[src/jkvl_pkg.sv]
// Shared constants, parse phase codes, status codes and a whitespace helper for the key/value locator.
package jkvl_pkg;

    localparam longint MAX_MESSAGE_BYTES = 65536;
    localparam int     MAX_DEPTH         = 255;
    localparam int     KEY_MAX_BYTES     = 8;

    localparam int OFFSET_W = $clog2(MAX_MESSAGE_BYTES) + 1;
    localparam int DEPTH_W  = $clog2(MAX_DEPTH + 1);
    localparam int POS_W    = 16;
    localparam int KIDX_W   = 4;
    localparam int KEY_W    = 64;
    localparam int PHASE_W  = 4;
    localparam int STATUS_W = 2;

    localparam logic [PHASE_W-1:0] PH_BEFORE_OBJECT = 4'd0;
    localparam logic [PHASE_W-1:0] PH_EXPECT_KEY    = 4'd1;
    localparam logic [PHASE_W-1:0] PH_IN_KEY        = 4'd2;
    localparam logic [PHASE_W-1:0] PH_AFTER_KEY     = 4'd3;
    localparam logic [PHASE_W-1:0] PH_BEFORE_VALUE  = 4'd4;
    localparam logic [PHASE_W-1:0] PH_VALUE_STRING  = 4'd5;
    localparam logic [PHASE_W-1:0] PH_VALUE_SCAN    = 4'd6;
    localparam logic [PHASE_W-1:0] PH_AFTER_VALUE   = 4'd7;
    localparam logic [PHASE_W-1:0] PH_DONE          = 4'd8;

    localparam logic [STATUS_W-1:0] ST_FOUND     = 2'd0;
    localparam logic [STATUS_W-1:0] ST_NOT_FOUND = 2'd1;
    localparam logic [STATUS_W-1:0] ST_MALFORMED = 2'd2;
    localparam logic [STATUS_W-1:0] ST_DEPTH     = 2'd3;

    localparam logic CFG_KEY_BYTES  = 1'b0;
    localparam logic CFG_KEY_LENGTH = 1'b1;

    localparam logic [7:0] CH_LBRACE    = 8'h7B;
    localparam logic [7:0] CH_RBRACE    = 8'h7D;
    localparam logic [7:0] CH_COLON     = 8'h3A;
    localparam logic [7:0] CH_COMMA     = 8'h2C;
    localparam logic [7:0] CH_QUOTE     = 8'h22;
    localparam logic [7:0] CH_BACKSLASH = 8'h5C;
    localparam logic [7:0] CH_LBRACKET  = 8'h5B;
    localparam logic [7:0] CH_RBRACKET  = 8'h5D;

    function automatic logic is_space(input logic [7:0] b);
        return (b == 8'd32) || (b >= 8'd9 && b <= 8'd13);
    endfunction

endpackage

[src/json_object_key_value_locator_unit.sv]
// Dataflow: a byte is registered on transfer and parsed from that input register; the result of a
// last-marked byte goes from the input register through the parser into the output register.
// Throughput: one byte per cycle, except that a result that is not taken stalls the input
// only when another last-marked byte reaches the parser.
// Reset: synchronous, active low; clears the parser, the key registers and both valid flags.
module json_object_key_value_locator_unit (
    input  logic                          i_clk,
    input  logic                          i_rst_n,
    input  logic                          i_cfg_we,
    input  logic                          i_cfg_index,
    input  logic [jkvl_pkg::KEY_W-1:0]    i_cfg_data,
    input  logic                          i_in_valid,
    output logic                          o_in_ready,
    input  logic [7:0]                    i_data_byte,
    input  logic                          i_is_last,
    output logic                          o_out_valid,
    input  logic                          i_out_ready,
    output logic [jkvl_pkg::STATUS_W-1:0] o_status,
    output logic [jkvl_pkg::POS_W-1:0]    o_value_start,
    output logic [jkvl_pkg::POS_W-1:0]    o_value_stop
);
    import jkvl_pkg::*;

    logic [KEY_W-1:0]    r_key_bytes;
    logic [KIDX_W-1:0]   r_key_length;

    logic                r_in_valid;
    logic [7:0]          r_in_byte;
    logic                r_in_last;

    logic [PHASE_W-1:0]  r_phase, n_phase;
    logic [OFFSET_W-1:0] r_offset, n_offset;
    logic [DEPTH_W-1:0]  r_depth, n_depth;
    logic                r_in_str, n_in_str;
    logic                r_esc, n_esc;
    logic [KIDX_W-1:0]   r_key_index, n_key_index;
    logic                r_ksm, n_ksm;
    logic                r_match, n_match;
    logic [POS_W-1:0]    r_found_start, n_found_start;
    logic [POS_W-1:0]    r_found_end, n_found_end;
    logic [7:0]          r_lnb, n_lnb;
    logic [STATUS_W-1:0] r_error, n_error;
    logic [POS_W-1:0]    r_vbegin, n_vbegin;
    logic [POS_W-1:0]    r_vlast, n_vlast;
    logic                r_overlength, n_overlength;

    logic                r_out_valid;
    logic [STATUS_W-1:0] r_out_status, n_out_status;
    logic [POS_W-1:0]    r_out_start, n_out_start;
    logic [POS_W-1:0]    r_out_end, n_out_end;

    logic                advance;
    logic                sp;
    logic [7:0]          b;
    logic [POS_W-1:0]    pos;
    logic                key_hit;
    logic [7:0]          key_byte;
    logic                do_scan;
    logic [DEPTH_W-1:0]  c_depth;
    logic                c_str;
    logic                c_esc;
    logic                skip_last;

    assign advance    = r_in_valid && (!r_in_last || !r_out_valid || i_out_ready);
    assign o_in_ready = !r_in_valid || advance;

    assign b        = r_in_byte;
    assign sp       = is_space(r_in_byte);
    assign pos      = r_offset[POS_W-1:0];
    assign key_byte = r_key_bytes[{r_key_index[2:0], 3'b000} +: 8];
    assign key_hit  = (r_key_length <= KIDX_W'(KEY_MAX_BYTES)) && (r_key_index < r_key_length)
                      && (b == key_byte);

    always_comb begin
        n_phase       = r_phase;
        n_offset      = r_offset;
        n_depth       = r_depth;
        n_in_str      = r_in_str;
        n_esc         = r_esc;
        n_key_index   = r_key_index;
        n_ksm         = r_ksm;
        n_match       = r_match;
        n_found_start = r_found_start;
        n_found_end   = r_found_end;
        n_lnb         = r_lnb;
        n_error       = r_error;
        n_vbegin      = r_vbegin;
        n_vlast       = r_vlast;
        n_overlength  = r_overlength;
        do_scan       = 1'b0;
        c_depth       = r_depth;
        c_str         = r_in_str;
        c_esc         = r_esc;
        skip_last     = 1'b0;

        if (r_offset >= OFFSET_W'(MAX_MESSAGE_BYTES)) begin
            n_overlength = 1'b1;
        end else begin
            if (!sp) begin
                n_lnb = b;
            end
            n_offset = r_offset + OFFSET_W'(1);
            unique case (r_phase) inside
                PH_BEFORE_OBJECT: begin
                    if (!sp) begin
                        if (b == CH_LBRACE) begin
                            n_phase = PH_EXPECT_KEY;
                        end else begin
                            n_error = ST_MALFORMED;
                            n_phase = PH_DONE;
                        end
                    end
                end
                PH_EXPECT_KEY, PH_AFTER_VALUE: begin
                    if (!sp) begin
                        if (b == CH_COMMA && r_phase == PH_AFTER_VALUE) begin
                            n_phase = PH_EXPECT_KEY;
                        end else if (b == CH_RBRACE) begin
                            n_phase = PH_DONE;
                        end else if (b == CH_QUOTE) begin
                            n_phase     = PH_IN_KEY;
                            n_key_index = '0;
                            n_ksm       = 1'b1;
                            n_esc       = 1'b0;
                        end else begin
                            n_error = ST_MALFORMED;
                            n_phase = PH_DONE;
                        end
                    end
                end
                PH_IN_KEY: begin
                    if (r_esc || (b != CH_BACKSLASH && b != CH_QUOTE)) begin
                        n_esc = 1'b0;
                        if (key_hit) begin
                            n_key_index = r_key_index + KIDX_W'(1);
                        end else begin
                            n_ksm = 1'b0;
                        end
                    end else if (b == CH_BACKSLASH) begin
                        n_esc = 1'b1;
                    end else begin
                        n_ksm   = r_ksm && (r_key_index == r_key_length)
                                  && (r_key_length <= KIDX_W'(KEY_MAX_BYTES));
                        n_phase = PH_AFTER_KEY;
                    end
                end
                PH_AFTER_KEY: begin
                    if (!sp) begin
                        if (b == CH_COLON) begin
                            n_phase = PH_BEFORE_VALUE;
                        end else begin
                            n_error = ST_MALFORMED;
                            n_phase = PH_DONE;
                        end
                    end
                end
                PH_BEFORE_VALUE: begin
                    if (!sp) begin
                        n_vbegin = pos;
                        n_vlast  = pos - POS_W'(1);
                        n_depth  = '0;
                        n_in_str = 1'b0;
                        n_esc    = 1'b0;
                        c_depth  = '0;
                        c_str    = 1'b0;
                        c_esc    = 1'b0;
                        if (b == CH_QUOTE) begin
                            n_phase = PH_VALUE_STRING;
                        end else begin
                            n_phase = PH_VALUE_SCAN;
                            do_scan = 1'b1;
                        end
                    end
                end
                PH_VALUE_STRING: begin
                    if (r_esc) begin
                        n_esc = 1'b0;
                    end else if (b == CH_BACKSLASH) begin
                        n_esc = 1'b1;
                    end else if (b == CH_QUOTE) begin
                        if (r_ksm) begin
                            n_match       = 1'b1;
                            n_found_start = r_vbegin;
                            n_found_end   = pos;
                            n_phase       = PH_DONE;
                        end else begin
                            n_phase = PH_AFTER_VALUE;
                        end
                    end
                end
                PH_VALUE_SCAN: begin
                    do_scan = 1'b1;
                end
                default: begin
                end
            endcase

            if (do_scan) begin
                if (c_str) begin
                    if (c_esc) begin
                        n_esc = 1'b0;
                    end else if (b == CH_BACKSLASH) begin
                        n_esc = 1'b1;
                    end else if (b == CH_QUOTE) begin
                        n_in_str = 1'b0;
                    end
                end else if (b == CH_QUOTE) begin
                    n_in_str = 1'b1;
                end else if (b == CH_LBRACE || b == CH_LBRACKET) begin
                    if (c_depth >= DEPTH_W'(MAX_DEPTH)) begin
                        n_error   = ST_DEPTH;
                        n_phase   = PH_DONE;
                        skip_last = 1'b1;
                    end else begin
                        n_depth = c_depth + DEPTH_W'(1);
                    end
                end else if (b == CH_RBRACE || b == CH_RBRACKET
                             || (b == CH_COMMA && c_depth == '0)) begin
                    if (c_depth == '0) begin
                        skip_last = 1'b1;
                        if (r_ksm) begin
                            n_match       = 1'b1;
                            n_found_start = n_vbegin;
                            n_found_end   = n_vlast;
                            n_phase       = PH_DONE;
                        end else if (b == CH_COMMA) begin
                            n_phase = PH_EXPECT_KEY;
                        end else if (b == CH_RBRACE) begin
                            n_phase = PH_DONE;
                        end else begin
                            n_error = ST_MALFORMED;
                            n_phase = PH_DONE;
                        end
                    end else begin
                        n_depth = c_depth - DEPTH_W'(1);
                        if (n_depth == '0) begin
                            skip_last = 1'b1;
                            if (r_ksm) begin
                                n_match       = 1'b1;
                                n_found_start = n_vbegin;
                                n_found_end   = pos;
                                n_phase       = PH_DONE;
                            end else begin
                                n_phase = PH_AFTER_VALUE;
                            end
                        end
                    end
                end
                if (!skip_last && !sp) begin
                    n_vlast = pos;
                end
            end
        end
    end

    always_comb begin
        n_out_status = ST_NOT_FOUND;
        n_out_start  = '0;
        n_out_end    = '0;
        if (n_overlength || n_lnb != CH_RBRACE) begin
            n_out_status = ST_MALFORMED;
        end else if (n_match) begin
            n_out_status = ST_FOUND;
            n_out_start  = n_found_start;
            n_out_end    = n_found_end;
        end else if (n_error != ST_FOUND) begin
            n_out_status = n_error;
        end else if (n_phase == PH_VALUE_SCAN && n_ksm) begin
            n_out_status = ST_FOUND;
            n_out_start  = n_vbegin;
            n_out_end    = n_vlast;
        end else if (n_phase == PH_IN_KEY || n_phase == PH_AFTER_KEY
                     || n_phase == PH_BEFORE_VALUE || n_phase == PH_VALUE_STRING
                     || n_phase == PH_BEFORE_OBJECT) begin
            n_out_status = ST_MALFORMED;
        end
    end

    always_ff @(posedge i_clk) begin
        if (!i_rst_n) begin
            r_key_bytes  <= '0;
            r_key_length <= '0;
        end else if (i_cfg_we) begin
            unique case (i_cfg_index)
                CFG_KEY_BYTES:  r_key_bytes  <= i_cfg_data;
                CFG_KEY_LENGTH: r_key_length <= i_cfg_data[KIDX_W-1:0];
                default: begin
                end
            endcase
        end
    end

    always_ff @(posedge i_clk) begin
        if (!i_rst_n) begin
            r_in_valid <= 1'b0;
        end else if (o_in_ready) begin
            r_in_valid <= i_in_valid;
        end
    end

    always_ff @(posedge i_clk) begin
        if (i_in_valid && o_in_ready) begin
            r_in_byte <= i_data_byte;
            r_in_last <= i_is_last;
        end
    end

    always_ff @(posedge i_clk) begin
        if (!i_rst_n || (advance && r_in_last)) begin
            r_phase       <= PH_BEFORE_OBJECT;
            r_offset      <= '0;
            r_depth       <= '0;
            r_in_str      <= 1'b0;
            r_esc         <= 1'b0;
            r_key_index   <= '0;
            r_ksm         <= 1'b1;
            r_match       <= 1'b0;
            r_found_start <= '0;
            r_found_end   <= '0;
            r_lnb         <= '0;
            r_error       <= '0;
            r_vbegin      <= '0;
            r_vlast       <= '0;
            r_overlength  <= 1'b0;
        end else if (advance) begin
            r_phase       <= n_phase;
            r_offset      <= n_offset;
            r_depth       <= n_depth;
            r_in_str      <= n_in_str;
            r_esc         <= n_esc;
            r_key_index   <= n_key_index;
            r_ksm         <= n_ksm;
            r_match       <= n_match;
            r_found_start <= n_found_start;
            r_found_end   <= n_found_end;
            r_lnb         <= n_lnb;
            r_error       <= n_error;
            r_vbegin      <= n_vbegin;
            r_vlast       <= n_vlast;
            r_overlength  <= n_overlength;
        end
    end

    always_ff @(posedge i_clk) begin
        if (!i_rst_n) begin
            r_out_valid <= 1'b0;
        end else if (advance && r_in_last) begin
            r_out_valid <= 1'b1;
        end else if (i_out_ready) begin
            r_out_valid <= 1'b0;
        end
    end

    always_ff @(posedge i_clk) begin
        if (advance && r_in_last) begin
            r_out_status <= n_out_status;
            r_out_start  <= n_out_start;
            r_out_end    <= n_out_end;
        end
    end

    assign o_out_valid   = r_out_valid;
    assign o_status      = r_out_status;
    assign o_value_start = r_out_start;
    assign o_value_stop  = r_out_end;

endmodule

[config.mk]
export PLATFORM = sky130hd
export DESIGN_NAME = json_object_key_value_locator_unit
export DESIGN_NICKNAME = d
export VERILOG_FILES = /design/src/jkvl_pkg.sv /design/src/json_object_key_value_locator_unit.sv
export SDC_FILE = /design/constraint.sdc
export NUM_CORES = 1
export LEC_CHECK = 0
export BUFFER_PORTS_ARGS = -buffer_cell sky130_fd_sc_hd__buf_2
export CORE_MARGIN = 5
export CORE_UTILIZATION = 35
export CTS_BUF_LIST = sky130_fd_sc_hd__clkbuf_4
export CTS_CLUSTER_SIZE = 16
export DETAILED_ROUTE_END_ITERATION = 10
export HOLD_SLACK_MARGIN = 0.02
export PLACE_DENSITY = 0.57
export SYNTH_ARGS = -nofsm -noshare
export SYNTH_HDL_FRONTEND = slang
export SYNTH_SLANG_ARGS = --single-unit
[constraint.sdc]
create_clock -name i_clk -period 6.15 [get_ports i_clk]
set_input_delay 0.615 -clock i_clk [delete_from_list [all_inputs] [get_ports i_clk]]
set_output_delay 0.615 -clock i_clk [all_outputs]
set_load 0.02 [all_outputs]
==> results.tsv <==
metric	value	unit
outcome	finished, final reports clean	
Tightest Pin Transition	1.140	ns
Fin. Hold Viols	0	
Final setup viols	0	
Mapped Cells	1571	
row count	69	
Seq/Total Area, Yosys	39.46	%
die area	39610	um^2
Hold Path Stages	1	
Placer Congestion	0.9034	
via count	11990	
Final nets	1743	
Clock power frac	44.9	%
largest family of logic cells by synthesized area	compound AO/OA/AOI/OAI gates	
critical path fanouts, max	32	
layout cells sized above 1	17.34	%
largest net degree at the start of global routing	73	
first-pass GRT wire length	62240	um
crit path DAT	6.05	ns
Cell Chain, Critical Path	or4b_1, a21oi_2, nand2_2, nand2_1, ha_1, or3b_1, nor3_1, o21ai_1, a221oi_2, a32oi_1, o21ai_0, nand2_1, or3_1, buf_4, o32ai_2	
P_sw	0.0008911	W
Layout area overhead	14.13	%
relative slew slack	23.70	%
Root Buffer	clkbuf_4	
CTS tree	yes	
Initial Utilization	35.33	%
post-synthesis simple-gate area fraction	21.96	%
Fin Setup TNS	0	ns
initial DRC count	1067	
final worst slack	0.6535	ns
Final min period	5.497	ns
total grt overflow	0	
CTS Sinks	225	
Worst-path clk slew	0.06	ns
Post-Syn Nets	1660	
worst r2r src	r_phase[1]	
CP Class	reg2reg	
DRT Pass-1 Iters	5	
post-detailed-route count of antenna-violating nets	0	
H-tree levels	3	
Ys Warns	0	
Detail Placement HPWL	26060	um
#FFs+latches synth	225	
Worst path most repeated cell	nand2_1	
RR Endpoint	o_value_stop[1]	
EDFF count, synth	43	
internal power	0.002459	W
Max Cap Violations	0	
mux share of post-synthesis cell area	5.373	%
adder-cell share of the synthesized area	1.001	%
post-synthesis xor/xnor area fraction	2.171	%
Die H	199.0	um
CP Data Required Time	6.70	ns
reg2reg path depth	15	
vias per cell	5.518	
Synth cell types	81	
DRT Wirelength	39470	um
Netlist Area Pre-Place	12500	um^2
Slowest-stage cell, CP	or4b_1	
hold path startpoint	i_data_byte[6]	
Hold Worst Slack	0.09040	ns
Hold Path Sink	b[6]	
post-synthesis async set-or-reset flop share	0	%
CP endpoint kind	register	
delay-heaviest family, CP	simple AND/OR/NAND/NOR gates	
Reg power frac	47.1	%
compound-cell area share of the yosys netlist	25.22	%
leakage	4.989	nW
Logic pwr share	7.9	%
RSZ-0062 raised after global routing	no	
PwrDens	234.7	nW/um^2
wire per inst	18.16	um
peak per-stage delay on the critical path	0.72	ns
Sw Share	26.60	%
VDD IR max	0.1433	mV
maximum clock path buffer count	3	
WP buf/inv	1	
total CTS buffers	67	
# port buffers	114	
# DRC	0	
vias in the first global route	11560	
die width	199.0	um
initial antenna violation count	2	
Period Utilization, post-route	89.37	%
core area	35400	um^2
Clk Latency, worst-skew pair	0.73	ns
CP Launch Type	register	
reg2reg setup slack	0.65	ns
Setup WS pre-CTS	0.7739	ns
dominant synthesized flop cell	dfxtp_1	
number of top-level pins	115	
syn avg cell area	7.960	um^2
Slew Viols, Final	0	
Fillers	3688	
min-delay worst type	in2reg	
Fmax	0.1819	GHz
Max Clock Skew	0.03366	ns
GRT Resource Usage Total	19.53	%
[power groups by stage]
stage | sequential [W] | combinational [W] | clock (W)
detailed placement | 0.00161 | 0.000264 | 0
floorplan | 0.00160 | 0.000176 | 0
CTS | 0.00158 | 0.000266 | 0.00156
global placement | 0.00161 | 0.000261 | 0
finish | 0.00158 | 0.000266 | 0.00151
global route | 0.00158 | 0.000295 | 0.00164
[metrics by stage]
| stage | instance area, um^2 | total power (W) | utilization [%] | std cells |
|---|---|---|---|---|
| 6_report | 14270 | 0.003350 | 40.32 | 2173 |
| 5_1_grt | 14270 | 0.003520 | 40.32 | 2173 |
| 4_1_cts | 14260 | 0.003405 | 40.28 | 2168 |
| 3_5_place_dp | 13350 | 0.001875 | 37.71 | 2044 |
| 3_3_place_gp | 13350 | 0.001870 | 37.71 | 2044 |
| 2_1_floorplan | 12500 | 0.001776 | - | 1571 |
[synthesized netlist by cell type (5+ instances only)]
master    instances  share of area, %
a211oi_1         19               1.1
a21boi_0         72               4.3
a21o_1            6              0.36
a21oi_1         153               6.1
a221oi_1          5              0.35
a22o_1            7              0.49
a22oi_1          10              0.60
a31oi_1          13              0.65
and2_1            7              0.35
and3_1            8              0.40
buf_1            16              0.48
buf_2            16              0.64
clkbuf_1         91               2.7
dfxtp_1         182                29
edfxtp_1         43                10
ha_1             10               1.0
inv_1            16              0.48
mux2_2            5              0.45
mux2i_1          39               3.1
mux4_2           10               1.8
nand2_1         297               8.9
nand2b_1         10              0.50
nand3_1          25               1.0
nand4_1          12              0.60
nor2_1          154               4.6
nor2b_1           8              0.40
nor3_1           30               1.2
nor4_1           17              0.85
o211ai_1          8              0.48
o21a_1            6              0.36
o21ai_0          79               3.2
o21ai_1          13              0.52
o22a_1           12              0.84
o22ai_1          40               2.0
o31ai_1           5              0.30
or3_1            10              0.50
xnor2_1          17               1.2
xor2_1           14              0.98
[area by class of cell]
cell class / instances / area [um^2] / share of cell area (%)
timing repair buffer: 143 / 793.3 / 5.558
inverter: 18 / 67.56 / 0.4734
sequential: 225 / 4936 / 34.59
tap: 461 / 576.8 / 4.042
clock buffer: 98 / 735.7 / 5.155
multi-input combinational: 1199 / 6993 / 49.00
clock inverter: 24 / 156.4 / 1.096
antenna: 5 / 12.51 / 0.08767
[how the worst max path moves through the flow]
stage | end | slack, ns | depth (start not counted) | from
finish | o_value_stop[1] | 0.65 | 15 | r_phase[1]
global route | o_value_stop[1] | 0.32 | 15 | r_phase[1]
CTS | o_value_stop[1] | 0.77 | 15 | r_phase[1]
detailed placement | o_value_stop[0] | 0.77 | 15 | r_phase[1]
global placement | o_value_stop[0] | 0.92 | 17 | r_phase[1]
floorplan | o_value_stop[1] | 1.25 | 23 | r_phase[0]
[state kept, by name, summed over array words and instances, names as in the netlist, 2 cells and up]
name           flops
r_key_bytes       64
r_offset          17
r_vlast           16
r_depth            8
o_status           2
r_key_length       4
b                  8
r_found_start     16
o_value_start     16
r_vbegin          16
r_phase            4
r_lnb              8
o_value_stop      16
r_error            2
r_found_end       16
r_key_index        4
[cells by family after synthesis]
kind of cell	count (synthesis)
flops	225
mux	54
compound gates	488
fa+ha+maj	10
simple gates	616
xor+xnor	31
buf+inv	147
[cell usage in the layout, fill, tap and decap left out, drive strengths merged, types with 21 or more instances in the layout]
cell | netlist | layout
nand2 | 297 | 297
dfxtp | 182 | 182
nor2 | 155 | 155
a21oi | 154 | 154
buf | 38 | 141
clkbuf | 91 | 98
o21ai | 92 | 92
a21boi | 72 | 72
edfxtp | 43 | 43
o22ai | 40 | 40
mux2i | 39 | 39
nor3 | 33 | 33
nand3 | 26 | 26
a211oi | 21 | 21
[metal layers]
metal  GRT usage [%]  vias to the layer above  share of wire [%]
li1                -                     5825                  -
met1           26.63                     5662                 46
met2           31.08                      422                 46
met3           3.743                       81                6.0
met4           6.814                        0                2.5
met5               0                        -                  0
[timing repair]
| action | 4_1_cts | 5_1_grt |
|---|---|---|
| hold endpoints to repair | 2 | 0 |
| buffers inserted | 0 | 0 |
| resized for setup | 0 | 0 |
| hold buffers | 2 | 0 |
Note: power is estimated with default switching activity, not from simulation.
